File: src/sv/imas_pkg.sv
`timescale 1ns / 1ps

package imas_pkg;

   // Default store depth
   localparam int CAPACITY_DEF = 2048;

   // Fixed field widths
   localparam int MODE_W = 2;
   localparam int POS_W  = 11;
   localparam int VAL_W  = 32;
   localparam int LEN_W  = 12;
   localparam int SUM_W  = 42;
   localparam int REQ_W  = 48;
   localparam int RSP_W  = 56;

   // Operation codes
   typedef enum logic [MODE_W-1:0] {
      MODE_SET    = 2'd0,
      MODE_INSERT = 2'd1,
      MODE_DELETE = 2'd2,
      MODE_QUERY  = 2'd3
   } mode_type;

   // Controller states
   typedef enum logic [1:0] {
      ST_IDLE  = 2'd0,
      ST_WALK  = 2'd1,
      ST_DRAIN = 2'd2,
      ST_REPLY = 2'd3
   } state_type;

   // Controller to datapath
   typedef struct packed {
      logic start;
      logic walk;
      logic finish;
      logic load_rsp;
   } cmd_type;

   // Datapath to controller
   typedef struct packed {
      logic more;
   } stat_type;

endpackage

File: src/sv/imas_ctrl.sv
`timescale 1ns / 1ps

module imas_ctrl (
   input  logic               clock,
   input  logic               reset,
   input  logic               req_tvalid,
   output logic               req_tready,
   output logic               rsp_tvalid,
   input  logic               rsp_tready,
   input  imas_pkg::stat_type stat,
   output imas_pkg::cmd_type  cmd
);

   imas_pkg::state_type state_ff, state_in;
   logic                rsp_valid_ff, rsp_valid_in;

   // Next state
   always_comb begin
      state_in = state_ff;
      case (state_ff)
         imas_pkg::ST_IDLE: begin
            if (req_tvalid) state_in = imas_pkg::ST_WALK;
         end
         imas_pkg::ST_WALK: begin
            if (!stat.more) state_in = imas_pkg::ST_DRAIN;
         end
         imas_pkg::ST_DRAIN: begin
            state_in = imas_pkg::ST_REPLY;
         end
         imas_pkg::ST_REPLY: begin
            if (!rsp_valid_ff || rsp_tready) state_in = imas_pkg::ST_IDLE;
         end
         default: begin
            state_in = imas_pkg::ST_IDLE;
         end
      endcase
   end

   // Commands and handshake outputs
   always_comb begin
      cmd        = '0;
      req_tready = 1'b0;
      case (state_ff)
         imas_pkg::ST_IDLE: begin
            req_tready = 1'b1;
            cmd.start  = req_tvalid;
         end
         imas_pkg::ST_WALK: begin
            cmd.walk   = stat.more;
            cmd.finish = !stat.more;
         end
         imas_pkg::ST_REPLY: begin
            cmd.load_rsp = !rsp_valid_ff || rsp_tready;
         end
         default: begin
            cmd = '0;
         end
      endcase
   end

   // Hold the result until the transaction completes
   always_comb begin
      rsp_valid_in = rsp_valid_ff;
      if (cmd.load_rsp)      rsp_valid_in = 1'b1;
      else if (rsp_tready)   rsp_valid_in = 1'b0;
   end

   assign rsp_tvalid = rsp_valid_ff;

   always_ff @(posedge clock) begin
      if (reset) begin
         state_ff     <= imas_pkg::ST_IDLE;
         rsp_valid_ff <= 1'b0;
      end else begin
         state_ff     <= state_in;
         rsp_valid_ff <= rsp_valid_in;
      end
   end

endmodule

File: config.mk
export PLATFORM = sky130hd
export DESIGN_NAME = imas_ctrl
export DESIGN_NICKNAME = d
export VERILOG_FILES = /design/src/sv/imas_pkg.sv /design/src/sv/imas_ctrl.sv
export SDC_FILE = /design/constraint.sdc
export NUM_CORES = 1
export LEC_CHECK = 0
export ABC_AREA = 1
export BUFFER_PORTS_ARGS = -buffer_cell sky130_fd_sc_hd__buf_2
export CELL_PAD_IN_SITES_DETAIL_PLACEMENT = 1
export CELL_PAD_IN_SITES_GLOBAL_PLACEMENT = 1
export CORE_AREA = 2 2 39 41
export DETAILED_ROUTE_END_ITERATION = 6
export DIE_AREA = 0 0 41 43
export GPL_ROUTABILITY_DRIVEN = 1
export GPL_TIMING_DRIVEN = 0
export HOLD_SLACK_MARGIN = 0.03
export MAX_ROUTING_LAYER = met4
export PLACE_DENSITY = 0.55
export SYNTH_ARGS = -nofsm -noshare
export SYNTH_HDL_FRONTEND = slang
export SYNTH_SLANG_ARGS = --single-unit
File: constraint.sdc
create_clock -name clock -period 2.2 [get_ports clock]
set_input_delay 0.22 -clock clock [delete_from_list [all_inputs] [get_ports clock]]
set_output_delay 0.22 -clock clock [all_outputs]
set_load 0.03 [all_outputs]
==> results of run 1 <==
## critical path, delay by kind of cell (launching register included)
family	cells	cell delay [ns]
AO/OA/AOI/OAI	1	0.11
adder cells (fa/ha/maj)	1	0.19
buffers and inverters	3	0.34
flip-flops	1	0.38
## power by group through the flow
stage	Clock [mW]	Sequential [mW]	Combinational [mW]
6_report	0.0937	0.0960	0.279
5_1_grt	0.108	0.0994	0.317
4_1_cts	0.0973	0.0969	0.284
3_5_place_dp	0	0.0975	0.282
3_3_place_gp	0	0.0986	0.279
2_1_floorplan	0	0.0973	0.217
## cell type report
type | instances | area, um2
flip-flops and latches | 3 | 60.1
repair buffers | 10 | 50.0
fillers | 182 | 1040
well taps | 16 | 20.0
plain buffers | 1 | 7.51
inverters | 11 | 41.3
clock buffers | 4 | 26.3
multi-input cells | 23 | 140
## layer usage
layer	share of wire	track usage	up-vias
li1	-	-	139
met1	0.44	0.0735	113
met2	0.51	0.0969	5
met3	0.051	0.0471	0
met4	0	0.0200	0
met5	0	-	-
## per-stage QoR
stage | hold WS, ns | setup WS [ns] | instances | area (um2)
floorplan | 0.289 | 0.912 | 38 | 249
global placement | 0.396 | 0.954 | 64 | 319
detailed placement | 0.397 | 0.966 | 64 | 319
CTS | 0.156 | 0.716 | 68 | 345
global route | 0.161 | 0.632 | 68 | 345
finish | 0.157 | 0.736 | 68 | 345
## logic make-up after synthesis
family | count (synthesis) | share of synthesized area
DFF | 3 | 0.241
buffers and inverters | 12 | 0.196
and+or+nand+nor | 17 | 0.322
adders and majority gates | 4 | 0.201
AOI/OAI and AO/OA | 2 | 0.0402
## worst min-delay path by stage
stage                     startpoint  depth (start not counted)  slack, ns         end
final                          reset                          2       0.16  rsp_tvalid
after global routing           reset                          2       0.16  rsp_tvalid
after CTS                      reset                          2       0.16  rsp_tvalid
after detailed placement       reset                          2       0.40  rsp_tvalid
after global placement         reset                          2       0.40  rsp_tvalid
after floorplan                reset                          1       0.29  rsp_tvalid
## flip-flops by register name (all words and copies together), names as in the netlist
signal,cells
rsp_tvalid,1
state_ff,2
## synth_stat cells
library cell  number  share of area
inv_1             11           0.17
nor2_1             6          0.090
ha_1               4           0.20
nand2_1            4          0.060
dfxtp_1            3           0.24
nand2_2            3          0.075
a21oi_1            2          0.040
nand4_1            2          0.050
buf_4              1          0.030
nand3_1            1          0.020
nor2_2             1          0.025
==> impl_metrics.env, run 1 <==
export IMPL_vias_per_cell=3.78
export IMPL_nNetsFinal=62
export IMPL_grtUsageTotal=0.0678
export IMPL_hold_path_class="in2reg"
export IMPL_finalSetupViolCount=0
export IMPL_crit_path_cell_trace="ha_1, inv_1, a21oi_1, buf_4, buf_2"
export IMPL_fin_util=0.250
export IMPL_p_comb_frac=0.595
export IMPL_area_growth_pct=38.7
export IMPL_rows=14
export IMPL_p_int_mw=0.240
export IMPL_r2r_start="state_ff[0]"
export IMPL_grt_pass1_wl_um=793
export IMPL_synth_cell_area_um2=249
export IMPL_yosys_cell_types_count=11
export IMPL_p_sw_mw=0.229
export IMPL_clock_path_buffers=2
export IMPL_critPathMaxStageDelay_ns=0.38
export IMPL_rrSetupSlack_ns=0.98
export IMPL_num_antenna_cells=0
export IMPL_syn_nets=47
export IMPL_leakagePower_nw=0.220
export IMPL_ant_nets=0
export IMPL_routedWlPerCell_um=7.28
export IMPL_p_clk_frac=0.200
export IMPL_drc=0
export IMPL_antenna_found_initial=0
export IMPL_tightest_slew_ns=0.162
export IMPL_fin_crit_ns=1.46
export IMPL_finalCritPeriodShare=0.666
export IMPL_worstSetupEndpointType="output pin"
export IMPL_peakVddDrop_mv=0.249
export IMPL_fmaxAchievable_mhz=683
export IMPL_slew_headroom=0.892
export IMPL_clkTransAtPathRegs_ns=0.04
export IMPL_timing_worst_setup_path_type="reg2out"
export IMPL_r2r_cells=7
export IMPL_critPathRequiredTime_ns=1.98
export IMPL_tns_ns=0
export IMPL_swShare=0.488
export IMPL_overflow=0
export IMPL_wl_um=495
export IMPL_hold_buffers=0
export IMPL_h_tree_depth=1
export IMPL_drt_iter0_drc=0
export IMPL_root_buffer="clkbuf_4"
export IMPL_synth_warnings=0
export IMPL_die_w_um=41
export IMPL_dr_pass1_iters=1
export IMPL_skew_ns=0.00285
export IMPL_rsz0062_at_grt="no"
export IMPL_synth_seq_area_share=0.241
export IMPL_grt_start_max_net_pins=5
export IMPL_place_port_buffers=10
export IMPL_startpoint="state_ff[1]"
export IMPL_cellPowerDensity_nw_per_um2=1360
export IMPL_crit_slowest_cell="dfxtp_1"
export IMPL_numCtsBuffers=3
export IMPL_start_util=0.180
export IMPL_place_gp_congestion=0.630
export IMPL_outcome="finished, final reports clean"
export IMPL_cap_violations=0
export IMPL_worstSkewPairLatency_ns=0.23
export IMPL_fp_dieH_um=43
export IMPL_r2r_end="state_ff[1]"
export IMPL_cp_arrival_ns=1.24
export IMPL_cts_tree="done"
export IMPL_final_cell_mix="11 x inv_1, 10 x buf_2, 6 x nor2_1"
export IMPL_num_vias=257
export IMPL_avgSynthCellArea_um2=6.55
export IMPL_slew_viol_final=0
export IMPL_cts_sinks=3
export IMPL_post_cts_setup_buffer_count=0
export IMPL_power_frac_seq=0.205
export IMPL_dp_hpwl_um=427
export IMPL_postSynthCellCount=38
export IMPL_drive_above_1_share=0.346
export IMPL_cts_resized=0
export IMPL_grt_pass1_vias=229
export IMPL_ios=11
export IMPL_critPathCapture="cmd[0]"
export IMPL_start_kind="flip-flop"
export IMPL_coreArea_um2=1380
export IMPL_final_hold_violation_count=0
export IMPL_finalPower_mw=0.469
export IMPL_synth_seq_cells=3
export IMPL_crit_fanout=4
export IMPL_final_common_cell="inv_1"
export IMPL_die_area_um2=1760
Power figures use the tool's default switching activity.
==> run 2, diff against run 1 <==
PLACE_DENSITY = 0.57   (was 0.55)
clock period = 1.34 ns   (was 2.2 ns; I/O delays follow)
==> run 2 against run 1 <==
  * Worst setup slack worse by 0.69 ns
  * Via count is 1.2% lower
  * Sequential cell count stayed put
  * Cell count stayed put
  * Global-route usage is 0.83 points higher
==> impl_metrics.env, run 2 (same netlist as run 1, synthesis figures left out) <==
export IMPL_outcome="finished, final reports clean"
export IMPL_leakagePower_nw=0.218
export IMPL_vias_per_cell=3.74
export IMPL_grt_pass1_wl_um=821
export IMPL_rows=14
export IMPL_grtUsageTotal=0.0761
export IMPL_place_gp_congestion=0.626
export IMPL_r2r_start="state_ff[0]"
export IMPL_finalCritPeriodShare=0.963
export IMPL_largest_reg_flops=2
export IMPL_fp_dieH_um=43
export IMPL_fin_util=0.276
export IMPL_ant_nets=0
export IMPL_p_clk_frac=0.195
export IMPL_final_hold_violation_count=0
export IMPL_h_tree_depth=1
export IMPL_grt_start_max_net_pins=5
export IMPL_fmaxAchievable_mhz=775
export IMPL_rsz0062_at_grt="yes"
export IMPL_clock_path_buffers=2
export IMPL_coreArea_um2=1380
export IMPL_startpoint="state_ff[0]"
export IMPL_rrSetupSlack_ns=0.23
export IMPL_dp_hpwl_um=427
export IMPL_drive_above_1_share=0.462
export IMPL_die_area_um2=1760
export IMPL_finalSetupViolCount=0
export IMPL_slew_headroom=0.898
export IMPL_area_growth_pct=53.3
export IMPL_routedWlPerCell_um=7.59
export IMPL_critPathRequiredTime_ns=1.21
export IMPL_final_cell_mix="11 x inv_1, 6 x nor2_1, 6 x buf_2"
export IMPL_numCtsBuffers=3
export IMPL_fin_crit_ns=1.29
export IMPL_swShare=0.468
export IMPL_p_sw_mw=0.393
export IMPL_drc=0
export IMPL_cap_violations=0
export IMPL_fin_cells=68
export IMPL_peakVddDrop_mv=0.382
export IMPL_cp_arrival_ns=1.16
export IMPL_place_port_buffers=10
export IMPL_clkTransAtPathRegs_ns=0.04
export IMPL_worstSetupEndpointType="output pin"
export IMPL_wl_um=516
export IMPL_cts_sinks=3
export IMPL_crit_fanout=4
export IMPL_finalPower_mw=0.840
export IMPL_drt_iter0_drc=7
export IMPL_antenna_found_initial=0
export IMPL_num_antenna_cells=0
export IMPL_overflow=0
export IMPL_tightest_slew_ns=0.154
export IMPL_dr_pass1_iters=4
export IMPL_num_vias=254
export IMPL_placed_cells=64
export IMPL_p_int_mw=0.446
export IMPL_skew_ns=0.00338
export IMPL_start_util=0.180
export IMPL_start_kind="flip-flop"
export IMPL_power_frac_seq=0.206
export IMPL_min_from="reset"
export IMPL_ios=11
export IMPL_grt_pass1_vias=229
export IMPL_timing_worst_setup_path_type="reg2out"
export IMPL_nNetsFinal=62
export IMPL_cellPowerDensity_nw_per_um2=2200
export IMPL_hold_buffers=0
export IMPL_root_buffer="clkbuf_4"
export IMPL_p_comb_frac=0.598
export IMPL_slew_viol_final=0
export IMPL_worstSkewPairLatency_ns=0.24
export IMPL_hold_path_class="in2reg"
export IMPL_die_w_um=41
export IMPL_top_register="state_ff"
export IMPL_final_common_cell="inv_1"
export IMPL_cts_tree="done"
## run 2: cell count changes in the layout (fill, tap and decap cells not counted), moves of 2 or more
| cell | change |
|---|---|
| dfxtp_4 | +2 |
| buf_2 | -4 |
| ha_1 | -3 |
| ha_2 | +3 |
| dfxtp_1 | -2 |
| buf_6 | +2 |
## run 2: power by group through the flow
stage	clock [mW]	combinational, mW	sequential, mW
6_report	0.164	0.503	0.173
5_1_grt	0.181	0.557	0.182
4_1_cts	0.172	0.469	0.163
3_5_place_dp	0	0.461	0.160
3_3_place_gp	0	0.456	0.161
2_1_floorplan	0	0.356	0.160
## run 2: area by class of cell
cell class              instances  area [um2]
plain buffers                   1        7.51
multi-input cells              23         151
inverters                      11        41.3
fillers                       180        1000
repair buffers                 10        67.6
flip-flops and latches          3        67.6
clock buffers                   4        26.3
well taps                      16        20.0
## run 2: critical path: stages, from the launching register on
cell	delay, ns
dfxtp_4	0.34
inv_1	0.08
ha_2	0.22
nand2_1	0.06
inv_1	0.05
clkbuf_4	0.17
## run 2: per-stage QoR
stage / TNS [ns] / hold slack (ns) / cell area (um2) / worst slack, ns
floorplan: 0 / 0.203 / 249 / 0.110
global placement: 0 / 0.309 / 319 / 0.129
detailed placement: 0 / 0.312 / 319 / 0.139
CTS: 0 / 0.0593 / 350 / 0.00811
global route: -0.0313 / 0.0804 / 382 / -0.0269
finish: 0 / 0.0619 / 382 / 0.0494
## run 2: path summary, 6_finish.rpt
check,endpoint,cells past startpoint
worst max register to register,state_ff[1],7
worst min register to register,rsp_tvalid,2
worst min-delay path,rsp_tvalid,2
worst max-delay path,cmd[3],5
## run 2: layer usage
| layer | up-vias | global-route usage | wire (um) |
|---|---|---|---|
| li1 | 137 | - | - |
| met4 | 0 | 0.100 | 21 |
| met5 | - | - | 0 |
| met3 | 2 | 0.0157 | 17 |
| met1 | 109 | 0.0801 | 218 |
| met2 | 6 | 0.0969 | 259 |
## run 2: what timing repair did
item | CTS | global route
setup endpoints to repair | 3 | 4
resized for setup | 3 | 13
pin swaps | 0 | 0
buffers inserted | 0 | 0
